==> src/rtl/core/weighted_window_distance_macros.svh <==
// Assertion helpers for the window distance back end.
// Both expect clk and rst in scope; checks are off while rst is high.
`ifndef WEIGHTED_WINDOW_DISTANCE_MACROS_SVH
`define WEIGHTED_WINDOW_DISTANCE_MACROS_SVH

// Same-cycle implication
`define WWD_ASSERT_IMPLIES(lbl, ante, cons, msg) \
  lbl: assert property (@(posedge clk) disable iff (rst) (ante) |-> (cons)) \
    else $error(msg);

// Next-cycle implication
`define WWD_ASSERT_NEXT(lbl, ante, cons, msg) \
  lbl: assert property (@(posedge clk) disable iff (rst) (ante) |=> (cons)) \
    else $error(msg);

`endif

==> src/rtl/core/wwd_pkg.sv <==
`timescale 1ns / 1ps

package wwd_pkg;

  localparam int RAD_W  = 3;
  localparam int POS_W  = 4;
  localparam int OFF_W  = 3;
  localparam int CH_W   = 8;
  localparam int SQ_W   = 18;
  localparam int W_W    = 16;
  localparam int PROD_W = SQ_W + W_W;
  localparam int DIST_W = 45;

  localparam logic [DIST_W-1:0] DIST_MAX     = '1;
  localparam logic [RAD_W-1:0]  RADIUS_RESET = 3'd2;

  // Element classification done by the front end
  typedef logic [1:0] kind_t;
  localparam kind_t KIND_SKIP   = 2'd0;
  localparam kind_t KIND_REJECT = 2'd1;
  localparam kind_t KIND_ACC    = 2'd2;

  typedef struct packed {
    kind_t            kind;
    logic             last;
    logic [SQ_W-1:0]  sq;
    logic [RAD_W-1:0] radius;
    logic [OFF_W-1:0] off_lo;
    logic [OFF_W-1:0] off_hi;
  } cmd_t;

  localparam int CMD_W = $bits(cmd_t);

  typedef struct packed {
    logic              is_candidate;
    logic [DIST_W-1:0] distance;
  } result_t;

  localparam int RES_W = $bits(result_t);

endpackage

==> src/rtl/core/wwd_fifo.sv <==
`timescale 1ns / 1ps

module wwd_fifo #(
  parameter int WIDTH = 8,
  parameter int DEPTH = 4
) (
  input  logic             clk,
  input  logic             rst,
  input  logic             push,
  input  logic [WIDTH-1:0] wdata,
  output logic             full,
  input  logic             pop,
  output logic [WIDTH-1:0] rdata,
  output logic             empty
);

  localparam int PTR_W = $clog2(DEPTH);
  localparam int CNT_W = $clog2(DEPTH + 1);

  logic [WIDTH-1:0] mem [DEPTH];
  logic [PTR_W-1:0] wr_ptr;
  logic [PTR_W-1:0] rd_ptr;
  logic [CNT_W-1:0] count;
  logic             do_push;
  logic             do_pop;

  assign full    = (count == CNT_W'(DEPTH));
  assign empty   = (count == '0);
  assign do_push = push && !full;
  assign do_pop  = pop && !empty;
  assign rdata   = mem[rd_ptr];

  // Advance pointers and occupancy
  always_ff @(posedge clk) begin
    if (rst) begin
      wr_ptr <= '0;
      rd_ptr <= '0;
      count  <= '0;
    end else begin
      if (do_push) wr_ptr <= wr_ptr + PTR_W'(1);
      if (do_pop)  rd_ptr <= rd_ptr + PTR_W'(1);
      unique case ({do_push, do_pop})
        2'b10:   count <= count + CNT_W'(1);
        2'b01:   count <= count - CNT_W'(1);
        default: count <= count;
      endcase
    end
  end

  // Store item
  always_ff @(posedge clk) begin
    if (do_push) mem[wr_ptr] <= wdata;
  end

endmodule

==> src/rtl/core/wwd_front.sv <==
`timescale 1ns / 1ps

module wwd_front import wwd_pkg::*; #(
  parameter int MAX_RADIUS = 7
) (
  input  logic             clk,
  input  logic             rst,
  input  logic             cfg_we,
  input  logic [RAD_W-1:0] cfg_radius,
  input  logic             accept,
  input  logic [CH_W-1:0]  tmpl_red,
  input  logic [CH_W-1:0]  tmpl_green,
  input  logic [CH_W-1:0]  tmpl_blue,
  input  logic             tmpl_set,
  input  logic [CH_W-1:0]  cand_red,
  input  logic [CH_W-1:0]  cand_green,
  input  logic [CH_W-1:0]  cand_blue,
  input  logic             cand_set,
  output cmd_t             cmd
);

  localparam int MAX_EFF = (MAX_RADIUS < 7) ? MAX_RADIUS : 7;
  localparam logic [RAD_W-1:0] RAD_TOP = RAD_W'(MAX_EFF);

  function automatic logic [RAD_W-1:0] clamp_radius(input logic [RAD_W-1:0] v);
    if (v == '0) return RAD_W'(1);
    else if (v > RAD_TOP) return RAD_TOP;
    else return v;
  endfunction

  function automatic logic [CH_W-1:0] abs_diff(input logic [CH_W-1:0] a,
                                               input logic [CH_W-1:0] b);
    return (a >= b) ? (a - b) : (b - a);
  endfunction

  logic [RAD_W-1:0]  radius;
  logic [POS_W-1:0]  row;
  logic [POS_W-1:0]  col;
  logic [POS_W-1:0]  centre_pos;
  logic [POS_W-1:0]  end_pos;
  logic              at_centre;
  logic              at_last;
  logic [POS_W-1:0]  dr;
  logic [POS_W-1:0]  dc;
  logic [CH_W-1:0]   d_red;
  logic [CH_W-1:0]   d_green;
  logic [CH_W-1:0]   d_blue;
  logic [2*CH_W-1:0] sq_red;
  logic [2*CH_W-1:0] sq_green;
  logic [2*CH_W-1:0] sq_blue;

  assign centre_pos = POS_W'(radius);
  assign end_pos    = {radius, 1'b0};
  assign at_centre  = (row == centre_pos) && (col == centre_pos);
  assign at_last    = (row == end_pos) && (col == end_pos);

  // Offsets from the window centre
  assign dr = (row >= centre_pos) ? (row - centre_pos) : (centre_pos - row);
  assign dc = (col >= centre_pos) ? (col - centre_pos) : (centre_pos - col);

  // Squared RGB difference
  assign d_red    = abs_diff(tmpl_red, cand_red);
  assign d_green  = abs_diff(tmpl_green, cand_green);
  assign d_blue   = abs_diff(tmpl_blue, cand_blue);
  assign sq_red   = d_red * d_red;
  assign sq_green = d_green * d_green;
  assign sq_blue  = d_blue * d_blue;

  // Classify element
  always_comb begin
    cmd.last   = at_last;
    cmd.sq     = SQ_W'(sq_red) + SQ_W'(sq_green) + SQ_W'(sq_blue);
    cmd.radius = radius;
    if (dr <= dc) begin
      cmd.off_lo = dr[OFF_W-1:0];
      cmd.off_hi = dc[OFF_W-1:0];
    end else begin
      cmd.off_lo = dc[OFF_W-1:0];
      cmd.off_hi = dr[OFF_W-1:0];
    end
    priority if (at_centre || !tmpl_set) cmd.kind = KIND_SKIP;
    else if (!cand_set)                  cmd.kind = KIND_REJECT;
    else                                 cmd.kind = KIND_ACC;
  end

  // Track row-major position inside the window
  always_ff @(posedge clk) begin
    if (rst) begin
      radius <= clamp_radius(RADIUS_RESET);
      row    <= '0;
      col    <= '0;
    end else if (cfg_we) begin
      radius <= clamp_radius(cfg_radius);
      row    <= '0;
      col    <= '0;
    end else if (accept) begin
      if (at_last) begin
        row <= '0;
        col <= '0;
      end else if (col == end_pos) begin
        row <= row + POS_W'(1);
        col <= '0;
      end else begin
        col <= col + POS_W'(1);
      end
    end
  end

endmodule

==> src/rtl/core/wwd_back.sv <==
`timescale 1ns / 1ps

module wwd_back import wwd_pkg::*; #(
  parameter int MAX_RADIUS = 7
) (
  input  logic    clk,
  input  logic    rst,
  input  logic    cfg_we,
  input  cmd_t    cmd,
  input  logic    cmd_valid,
  output logic    cmd_pop,
  output logic    res_push,
  output result_t res,
  input  logic    res_full
);

  localparam int MAX_EFF = (MAX_RADIUS < 7) ? MAX_RADIUS : 7;
  localparam int PAIRS   = (MAX_EFF + 1) * (MAX_EFF + 2) / 2;
  localparam int ENTRIES = MAX_EFF * PAIRS;
  localparam int IDX_W   = (ENTRIES > 1) ? $clog2(ENTRIES) : 1;
  localparam logic [63:0] Q32_ONE    = 64'h1_0000_0000;
  localparam logic [63:0] EXP_M1_Q32 = 64'd1580030169;

  // Restoring division, used only while building the weight table
  function automatic logic [63:0] cdiv(input logic [63:0] n, input logic [63:0] d);
    logic [63:0] rem;
    logic [63:0] quo;
    rem = '0;
    quo = '0;
    for (int i = 63; i >= 0; i--) begin
      rem = {rem[62:0], n[i]};
      if (rem >= d) begin
        rem    = rem - d;
        quo[i] = 1'b1;
      end
    end
    return quo;
  endfunction

  // Gaussian weight in Q0.16, sigma = len / 6.4
  function automatic logic [W_W-1:0] gauss_weight(input logic [63:0] d2,
                                                  input logic [63:0] len);
    logic [63:0] num;
    logic [63:0] den;
    logic [63:0] q;
    logic [63:0] r;
    logic [63:0] term;
    logic [63:0] val;
    logic [63:0] w;
    longint      sum;
    num  = 64'd512 * d2;
    den  = 64'd25 * len * len;
    q    = cdiv(num, den);
    r    = num - q * den;
    term = Q32_ONE;
    sum  = longint'(Q32_ONE);
    for (int k = 1; k <= 24; k++) begin
      term = cdiv(term * r, den * 64'(k));
      if ((k & 1) == 1) sum = sum - longint'(term);
      else sum = sum + longint'(term);
    end
    val = (sum > 0) ? 64'(sum) : 64'd0;
    for (int k = 0; k < 16; k++) begin
      if (64'(k) < q) val = (val * EXP_M1_Q32 + 64'h8000_0000) >> 32;
    end
    w = (val + 64'h8000) >> 16;
    if (w > 64'd65535) w = 64'd65535;
    return w[W_W-1:0];
  endfunction

  // One entry per radius and unordered offset pair (lo <= hi <= radius)
  function automatic logic [ENTRIES*W_W-1:0] build_weights();
    logic [ENTRIES*W_W-1:0] t;
    t = '0;
    for (int rad = 1; rad <= MAX_EFF; rad++) begin
      for (int hi = 0; hi <= rad; hi++) begin
        for (int lo = 0; lo <= hi; lo++) begin
          t[((rad - 1) * PAIRS + hi * (hi + 1) / 2 + lo) * W_W +: W_W] =
            gauss_weight(64'(lo * lo + hi * hi), 64'(2 * rad + 1));
        end
      end
    end
    return t;
  endfunction

  localparam logic [ENTRIES*W_W-1:0] WEIGHTS = build_weights();

  logic              s1_valid;
  kind_t             s1_kind;
  logic              s1_last;
  logic [SQ_W-1:0]   s1_sq;
  logic [W_W-1:0]    s1_weight;
  logic              s2_valid;
  kind_t             s2_kind;
  logic              s2_last;
  logic [PROD_W-1:0] s2_prod;
  logic [DIST_W-1:0] acc;
  logic              rejected;

  logic              s2_done;
  logic              s2_can;
  logic              s1_move;
  logic              s1_can;
  logic [5:0]        hi_tri;
  logic [31:0]       idx_full;
  logic [IDX_W-1:0]  idx;
  logic [DIST_W:0]   acc_sum;
  logic [DIST_W-1:0] acc_next;
  logic              rejected_next;

  // Pipeline flow: only a window result can stall the last stage
  assign s2_done = s2_valid && (!s2_last || !res_full);
  assign s2_can  = !s2_valid || s2_done;
  assign s1_move = s1_valid && s2_can;
  assign s1_can  = !s1_valid || s1_move;
  assign cmd_pop = cmd_valid && s1_can;

  // Weight table address
  assign hi_tri   = (6'(cmd.off_hi) * (6'(cmd.off_hi) + 6'd1)) >> 1;
  assign idx_full = 32'(cmd.radius - RAD_W'(1)) * 32'(PAIRS) + 32'(hi_tri)
                  + 32'(cmd.off_lo);
  assign idx      = idx_full[IDX_W-1:0];

  // Stage 1: look up weight
  always_ff @(posedge clk) begin
    if (rst) begin
      s1_valid <= 1'b0;
    end else if (s1_can) begin
      s1_valid <= cmd_pop;
    end
  end

  always_ff @(posedge clk) begin
    if (cmd_pop) begin
      s1_kind   <= cmd.kind;
      s1_last   <= cmd.last;
      s1_sq     <= cmd.sq;
      s1_weight <= WEIGHTS[idx * W_W +: W_W];
    end
  end

  // Stage 2: weight the squared difference
  always_ff @(posedge clk) begin
    if (rst) begin
      s2_valid <= 1'b0;
    end else if (s2_can) begin
      s2_valid <= s1_move;
    end
  end

  always_ff @(posedge clk) begin
    if (s1_move) begin
      s2_kind <= s1_kind;
      s2_last <= s1_last;
      s2_prod <= PROD_W'(s1_sq) * PROD_W'(s1_weight);
    end
  end

  // Saturating accumulate and reject tracking
  assign acc_sum = {1'b0, acc} + (DIST_W + 1)'(s2_prod);

  always_comb begin
    acc_next      = acc;
    rejected_next = rejected;
    unique case (s2_kind)
      KIND_ACC:    acc_next = acc_sum[DIST_W] ? DIST_MAX : acc_sum[DIST_W-1:0];
      KIND_REJECT: rejected_next = 1'b1;
      default:     acc_next = acc;
    endcase
  end

  assign res_push         = s2_done && s2_last;
  assign res.is_candidate = !rejected_next;
  assign res.distance     = rejected_next ? '0 : acc_next;

  // Hold window state; clear on result or register write
  always_ff @(posedge clk) begin
    if (rst || cfg_we) begin
      acc      <= '0;
      rejected <= 1'b0;
    end else if (s2_done) begin
      if (s2_last) begin
        acc      <= '0;
        rejected <= 1'b0;
      end else begin
        acc      <= acc_next;
        rejected <= rejected_next;
      end
    end
  end

`include "weighted_window_distance_macros.svh"

  `WWD_ASSERT_NEXT(a_s1_hold, s1_valid && !s1_move, s1_valid, "stage 1 item dropped")
  `WWD_ASSERT_NEXT(a_s2_hold, s2_valid && !s2_done, s2_valid && s2_last, "stalled result lost")
  `WWD_ASSERT_NEXT(a_window_clear, res_push, acc == '0 && !rejected, "window not cleared")
  `WWD_ASSERT_IMPLIES(a_acc_no_wrap, s2_done && s2_kind == KIND_ACC, acc_next >= acc, "accumulator wrapped")

endmodule

==> src/rtl/core/weighted_window_distance.sv <==
`timescale 1ns / 1ps
// Gaussian weighted SSD between a template window and a candidate window.
// Input queue side: push/full. One item is one window element (template and
// candidate RGB plus their set flags), sent in row-major order, side
// 2*radius+1. Accepted when push is high and full is low.
// Result queue side: empty/pop. One result per window, after its last
// element: distance (Q29.16 weighted sum, saturating) and is_candidate.
// Configuration: cfg_valid/cfg_ready with window_radius as data; cfg_ready
// is always high. A write sets the radius and restarts the window; write
// only while no element is in flight. Radius 0 acts as 1.
// Throughput: one element per cycle, set by the single accumulator update
// in the back end, while the result queue takes results. The last element
// passes stage 1 and stage 2; its result then shows with empty low.
// A stalled receiver holds results in a two-entry output queue; the back
// end then stops at the next window end and the four-entry command queue
// fills, raising full.
// Reset: radius 2, window position, sum and reject flag cleared, queues empty.

module weighted_window_distance import wwd_pkg::*; #(
  parameter int MAX_RADIUS = 7
) (
  input  logic              clk,
  input  logic              rst,
  input  logic              cfg_valid,
  output logic              cfg_ready,
  input  logic [RAD_W-1:0]  window_radius,
  input  logic              push,
  output logic              full,
  input  logic [CH_W-1:0]   tmpl_red,
  input  logic [CH_W-1:0]   tmpl_green,
  input  logic [CH_W-1:0]   tmpl_blue,
  input  logic              tmpl_set,
  input  logic [CH_W-1:0]   cand_red,
  input  logic [CH_W-1:0]   cand_green,
  input  logic [CH_W-1:0]   cand_blue,
  input  logic              cand_set,
  output logic              empty,
  input  logic              pop,
  output logic [DIST_W-1:0] distance,
  output logic              is_candidate
);

  logic    cfg_we;
  logic    accept;
  cmd_t    front_cmd;
  cmd_t    mid_cmd;
  logic    mid_empty;
  logic    mid_pop;
  logic    res_push;
  logic    res_full;
  result_t res_in;
  result_t res_out;

  assign cfg_ready = 1'b1;
  assign cfg_we    = cfg_valid && cfg_ready;
  assign accept    = push && !full;

  wwd_front #(
    .MAX_RADIUS (MAX_RADIUS)
  ) u_front (
    .clk        (clk),
    .rst        (rst),
    .cfg_we     (cfg_we),
    .cfg_radius (window_radius),
    .accept     (accept),
    .tmpl_red   (tmpl_red),
    .tmpl_green (tmpl_green),
    .tmpl_blue  (tmpl_blue),
    .tmpl_set   (tmpl_set),
    .cand_red   (cand_red),
    .cand_green (cand_green),
    .cand_blue  (cand_blue),
    .cand_set   (cand_set),
    .cmd        (front_cmd)
  );

  wwd_fifo #(
    .WIDTH (CMD_W),
    .DEPTH (4)
  ) u_cmd_queue (
    .clk   (clk),
    .rst   (rst),
    .push  (push),
    .wdata (front_cmd),
    .full  (full),
    .pop   (mid_pop),
    .rdata (mid_cmd),
    .empty (mid_empty)
  );

  wwd_back #(
    .MAX_RADIUS (MAX_RADIUS)
  ) u_back (
    .clk       (clk),
    .rst       (rst),
    .cfg_we    (cfg_we),
    .cmd       (mid_cmd),
    .cmd_valid (!mid_empty),
    .cmd_pop   (mid_pop),
    .res_push  (res_push),
    .res       (res_in),
    .res_full  (res_full)
  );

  wwd_fifo #(
    .WIDTH (RES_W),
    .DEPTH (2)
  ) u_res_queue (
    .clk   (clk),
    .rst   (rst),
    .push  (res_push),
    .wdata (res_in),
    .full  (res_full),
    .pop   (pop),
    .rdata (res_out),
    .empty (empty)
  );

  assign distance     = res_out.distance;
  assign is_candidate = res_out.is_candidate;

endmodule
==> config.mk <==
export PLATFORM = sky130hd
export DESIGN_NAME = weighted_window_distance
export DESIGN_NICKNAME = d
export VERILOG_FILES = /design/src/rtl/core/wwd_pkg.sv /design/src/rtl/core/wwd_fifo.sv /design/src/rtl/core/wwd_front.sv /design/src/rtl/core/wwd_back.sv /design/src/rtl/core/weighted_window_distance.sv
export VERILOG_INCLUDE_DIRS = /design/src /design/src/rtl/core
export SDC_FILE = /design/constraint.sdc
export NUM_CORES = 2
export LEC_CHECK = 0
export BUFFER_PORTS_ARGS = -buffer_cell sky130_fd_sc_hd__buf_2
export CELL_PAD_IN_SITES_DETAIL_PLACEMENT = 0
export CELL_PAD_IN_SITES_GLOBAL_PLACEMENT = 1
export CORE_MARGIN = 2
export CORE_UTILIZATION = 55
export DETAILED_ROUTE_END_ITERATION = 6
export PLACE_DENSITY_LB_ADDON = 0.1
export SLEW_MARGIN = 20
export SYNTH_ARGS = -nofsm -noshare
export SYNTH_HDL_FRONTEND = slang
export SYNTH_HIERARCHICAL = 1
export SYNTH_SLANG_ARGS = --single-unit
==> constraint.sdc <==
create_clock -name clk -period 20.2 [get_ports clk]
set_clock_uncertainty 0.15 [all_clocks]
set_input_delay 6.06 -clock clk [delete_from_list [all_inputs] [get_ports clk]]
set_output_delay 6.06 -clock clk [all_outputs]
set_load 0.01 [all_outputs]
-- Word-level counts from Yosys, hierarchy flattened
Memory sizes are Yosys's and may differ from the RTL's. A register that Yosys moved wholly into a read port is not among the register bits.
Index checks and enable logic that the tools add are counted.
- reduce and logical (&&, ||, !) cells: 32
- equal/unequal tests: 12
- order comparisons: 7
- multiply operators: 6
- $add $sub $neg: 27
- muxes and demuxes: 30
- shift-type cells: 1
- operators by type and width (cell ; number):
    variable part select 4032 x 13 -> 16 bit (first input constant) ; 1
    2-to-1 mux 45 bit ; 4
    multiplier 8 x 8 -> 16 bit ; 3
    subtractor 8 bit ; 6
    adder 45 x 34 -> 46 bit ; 1
    multiplier 18 x 16 -> 34 bit ; 1
    multiplier 32 x 4 -> 6 bit (second input constant) ; 1
    >= comparator 8 bit ; 3
    2-to-1 mux 4 bit ; 6
    2-to-1 mux 8 bit ; 3
    adder 18 x 16 -> 18 bit ; 1
    adder 16 x 16 -> 17 bit ; 1
    logical AND 1 bit ; 10
    zero test 1 bit ; 9
    adder 4 x 1 -> 4 bit (second input constant) ; 2
    adder 8 x 3 -> 8 bit ; 1
    adder 8 x 5 -> 8 bit ; 1
    equality test 2 bit (second input constant) ; 4
    equality test 4 x 3 -> 1 bit ; 2
    equality test 4 bit ; 2
    >= comparator 4 x 3 -> 1 bit ; 2
    2-to-1 mux 1 bit ; 8
    2-to-1 mux 2 bit ; 4
    subtractor 3 x 4 -> 4 bit ; 2
    23 further kinds ; 37
- output and inout bits: 49
- input bits: 58
- register bits after elaboration: 144
- RAM bits: 212
- memories: 2
- word-level logic and storage cells: 137
- memory list (memory ; words ; width ; read ports ; clocked after Yosys merged registers in ; wr ports ; RTL line ; RTL):
    u_cmd_queue.mem ; 4 ; 30 ; 1 ; 1 ; 1 ; wwd_fifo.sv:20 ; logic [WIDTH-1:0] mem [DEPTH];
    u_res_queue.mem ; 2 ; 46 ; 1 ; 1 ; 1 ; wwd_fifo.sv:20 ;

-- Depth between registers and ports, before layout
- word-level depth: 11
- gate-level depth with buffers: 34
- depth with buffers taken out: 34

-- Modules after synthesis
Netlist, hierarchy kept.
- modules (own cells, without submodules) (module ; times used ; area each (um2) ; cells each ; seq. area each (um2)):
    wwd_back ; 1 ; 20130.6 ; 2461 ; 3183.1
    wwd_front ; 1 ; 8874.8 ; 1036 ; 220.2
    wwd_fifo at u_cmd_queue ; 1 ; 4808.4 ; 210 ; 3783.6
    wwd_fifo at u_res_queue ; 1 ; 3529.6 ; 169 ; 2862.7
    weighted_window_distance ; 1 ; 28.8 ; 4 ; 0.0

-- Worst setup path after synthesis
OpenSTA, ideal clock, no wires.
- path kind: input-to-reg
- start point: input port tmpl_blue[0]
- end point: memory u_cmd_queue/mem[0][23] in the netlist's numbering (data pin)
- slack: 6141 ps
- stages on the path: 29
- data required time: 19779 ps
- library setup time: 271 ps
- arrival time: 13638 ps
- path buffers: 0
- cells stage by stage: inv_1 ha_1 inv_1 fa_1 a21o_1 a211o_1 a221oi_4 mux2i_1 xor2_1 nor2_1 fa_1 inv_1 fa_1 fa_1 inv_1 fa_1 fa_1 fa_1 inv_1 fa_1 inv_1 ha_1 o21a_1 o21a_1 and3_1 a211oi_1 o21bai_1 a21o_1 xor2_1
- RTL lines (element ; RTL line ; RTL):
    start: declaration ; weighted_window_distance.sv:31 ; input logic [CH_W-1:0] tmpl_blue,
    end: declaration ; wwd_fifo.sv:20 ;

==> impl_metrics.env <==
export IMPL_crit_type="in -> reg"
export IMPL_drive_gt1_frac=0.0922
export IMPL_setup_viol=0
export IMPL_regToRegEndpoint="u_back/s1_weight[5]"
export IMPL_crit_cells=31
export IMPL_ioPinCount=107
export IMPL_synthSimpleGateAreaFrac=0.134
export IMPL_slowest_stage="fa_1"
export IMPL_syn_inst=3880
export IMPL_cts_repair_resized=0
export IMPL_grt_overflow=0
export IMPL_synth_xor_area_frac=0.0277
export IMPL_cts_buffers=41
export IMPL_drtAntennaViolNets=0
export IMPL_slew_viol_final=0
export IMPL_ys_flop_type="edfxtp_1"
export IMPL_fill_cells=5857
export IMPL_root_buffer="clkbuf_16"
export IMPL_grt_max_degree=84
export IMPL_syn_area_per_cell_um2=9.63
export IMPL_cts_buffer_depth=3
export IMPL_dieArea_um2=70100
export IMPL_tightest_slew_ps=1120
export IMPL_critPathLaunch="tmpl_red[0]"
export IMPL_vias=28500
export IMPL_maxSlewHeadroom=0.231
export IMPL_dpl_cell_area_um2=38600
export IMPL_clock_sinks=359
export IMPL_synthArstFlopShare=0
export IMPL_drv_cap=0
export IMPL_crit_family="adder cells"
export IMPL_cp_num_buf_inv=7
export IMPL_synth_cell_types=110
export IMPL_clk_pin_slew_ps=60
export IMPL_hp_start="u_back/s1_kind[0]"
export IMPL_wl_per_cell_um=20.4
export IMPL_viasPerCell=5.94
export IMPL_stdcell_area_um2=40000
export IMPL_violations="DRC"
export IMPL_cts_setup_buffers=0
export IMPL_drc_errors=2
export IMPL_worstPathRequired_ps=20360
export IMPL_rsz0062_at_grt="no"
export IMPL_post_route_min_period_ps=14390
export IMPL_crit_path_start_kind="primary input"
export IMPL_crit_arrival_ps=14540
export IMPL_synth_top_family_by_area="adder cells"
export IMPL_syn_cell_area_um2=37400
export IMPL_numPortBuffers=105
export IMPL_synth_fa_ha_area_frac=0.309
export IMPL_muxShareOfSynthArea=0.0425
export IMPL_first_iter_violations=1905
export IMPL_grtUsageTotal=0.282
export IMPL_hold_path_class="reg -> reg"
export IMPL_std_cell_rows=95
export IMPL_grt_pass1_vias=29600
export IMPL_place_congestion=0.958
export IMPL_synth_edf_count=286
export IMPL_cts_tree="done"
export IMPL_endpoint_kind="register"
export IMPL_core_area_um2=67300
export IMPL_drt_total_wl_mm=97.7
export IMPL_outcome="finished with violations"
export IMPL_chipWidth_um=265
export IMPL_worst_path_most_repeated_cell="fa_1"
export IMPL_synth_seq_area_share=0.269
export IMPL_htree_levels=2
export IMPL_die_h_um=265
export IMPL_antenna_found_initial=2
export IMPL_cp_max_fo=7
export IMPL_dr_pass1_iters=7
export IMPL_clk_latency_ps=570
export IMPL_hpwl_mm=72.8
export IMPL_setup_tns_ps=0
export IMPL_syn2layout_area_growth_pct=7.06
export IMPL_synth_seq_cells=359
export IMPL_crit_end="u_cmd_queue/mem[3][22]"
export IMPL_hold_buffers=0
export IMPL_final_hold_violation_count=0
export IMPL_r2r_cells=19
export IMPL_layout_nets=4642
export IMPL_synth_fp_nets=4638
export IMPL_initial_utilization=0.555
export IMPL_ys_warnings_count=6
export IMPL_r2r_setup_slack_ps=12020
export IMPL_fmax_mhz=69.5
export IMPL_cpPeakStageDelay_ps=540
export IMPL_fin_crit_sh=0.712
export IMPL_synth_compound_area_frac=0.139
export IMPL_grt_pass1_wl_mm=158
==> layout make-up <==
class / count / area [um2] / share of cell area
well taps: 873 / 1090 / 0.0273
repair buffers: 140 / 808 / 0.0202
inverters: 581 / 2180 / 0.0545
multi-input cells: 2761 / 24500 / 0.611
diodes: 2 / 5.00 / 0.000125
flip-flops and latches: 359 / 10100 / 0.251
clock buffers: 46 / 1050 / 0.0264
clock inverters: 28 / 353 / 0.00882
==> cell usage in the layout (no fill, tap or decap), types with 13 or more instances in the layout <==
cell type and count:
inv_1 578, o211ai_1 21, a211oi_1 34, and3_1 24
o21bai_1 17, mux2i_1 31, o21a_1 26, a21oi_1 256
mux2_2 50, nand2b_1 33, fa_1 370, clkbuf_16 41
mux4_2 30, nor2_1 244, a21o_1 66, nand2_1 316
a21boi_0 13, buf_2 105, or3_1 16, o21ai_0 174
nor3_1 59, a31oi_1 31, o22ai_1 15, and2_1 163
nor2b_1 14, dfxtp_1 71, nand3_1 58, ha_1 329
buf_4 34, xor2_1 36, xnor2_1 69, edfxtp_1 286
nand4_1 21
==> cells by family after synthesis <==
family / count (synthesis)
xor+xnor: 114
simple gates: 1024
other cells: 1
mux: 113
buf+inv: 760
flops: 359
compound gates: 809
fa+ha+maj: 700
==> metrics by stage <==
stage	hold slack, ps	instances	utilization	setup WS, ps
6_report	274	4790	0.595	5810
3_3_place_gp	252	4713	0.573	5440
4_1_cts	275	4787	0.594	5890
5_1_grt	293	4788	0.595	5370
2_1_floorplan	250	3880	-	6140
3_5_place_dp	264	4713	0.573	5360
==> sequential cells by signal, indices dropped and copies added (netlist names), named ones only <==
register and cells:
u_front/radius 3, u_cmd_queue/mem 120, u_back/s2_kind 2, u_cmd_queue/count 3, u_back/rejected 1, u_res_queue/mem 92
u_back/s2_last 1, u_back/s1_valid 1, u_cmd_queue/rd_ptr 2, u_back/acc 45, u_front/row 4, u_res_queue/rd_ptr 1
u_cmd_queue/wr_ptr 2, u_back/s1_kind 2, u_front/col 4, u_res_queue/count 2, u_res_queue/wr_ptr 1, u_back/s2_prod 34
u_back/s2_valid 1, u_back/s1_weight 16, u_back/s1_sq 18, u_back/s1_last 1
==> worst min-delay path by stage <==
stage,to,cells after the start
6_report,u_back/s2_kind[0],0
5_1_grt,u_back/s2_last,0
4_1_cts,u_back/s2_kind[1],0
3_5_place_dp,u_back/s2_last,0
3_3_place_gp,u_back/s2_kind[0],0
2_1_floorplan,u_back/s2_kind[0],0
==> synth_stat cells (all sizes together) (8+ instances only) <==
library cell  instances  share of area
xor2                 37         0.0087
fa                  371           0.20
a221oi               11         0.0035
a211o                 9         0.0021
mux2i                32         0.0089
a21boi               15         0.0030
and2                163          0.027
a31oi                32         0.0055
mux4                 30          0.018
a22oi                 9         0.0018
o22ai                15         0.0025
a2111oi               8         0.0020
clkbuf              121          0.012
inv                 580          0.058
a211oi               36         0.0074
nand2b               34         0.0058
or2                  16         0.0027
nor3                 62         0.0089
xnor2                77          0.019
o21bai               17         0.0034
dfxtp                73          0.039
a21o                 66          0.013
nor2b                18         0.0034
nand4                21         0.0035
buf                  58         0.0084
o31ai                13         0.0027
edfxtp              286           0.23
o21ai               183          0.025
a21oi               260          0.035
nand2               318          0.032
mux2                 51          0.015
ha                  329           0.11
nor4                 13         0.0027
a311oi                9         0.0021
nor2                247          0.025
nand3                59         0.0082
and3                 25         0.0042
o211ai               21         0.0042
o21a                 26         0.0052
or3                  17         0.0030
==> metal layers <==
metal  wire, um  up-vias  share of wire  global-route usage
met4       3250        4          0.033              0.0973
met2      49700      892           0.51               0.500
met1      39200    14200           0.40               0.355
li1           -    13200              -                   -
met5         30        -        0.00031                   0
met3       5520      207          0.057              0.0385
Power is left out: the tool's default activity adds up to more than one toggle a clock period on the data nets, which glitch-free logic cannot reach.
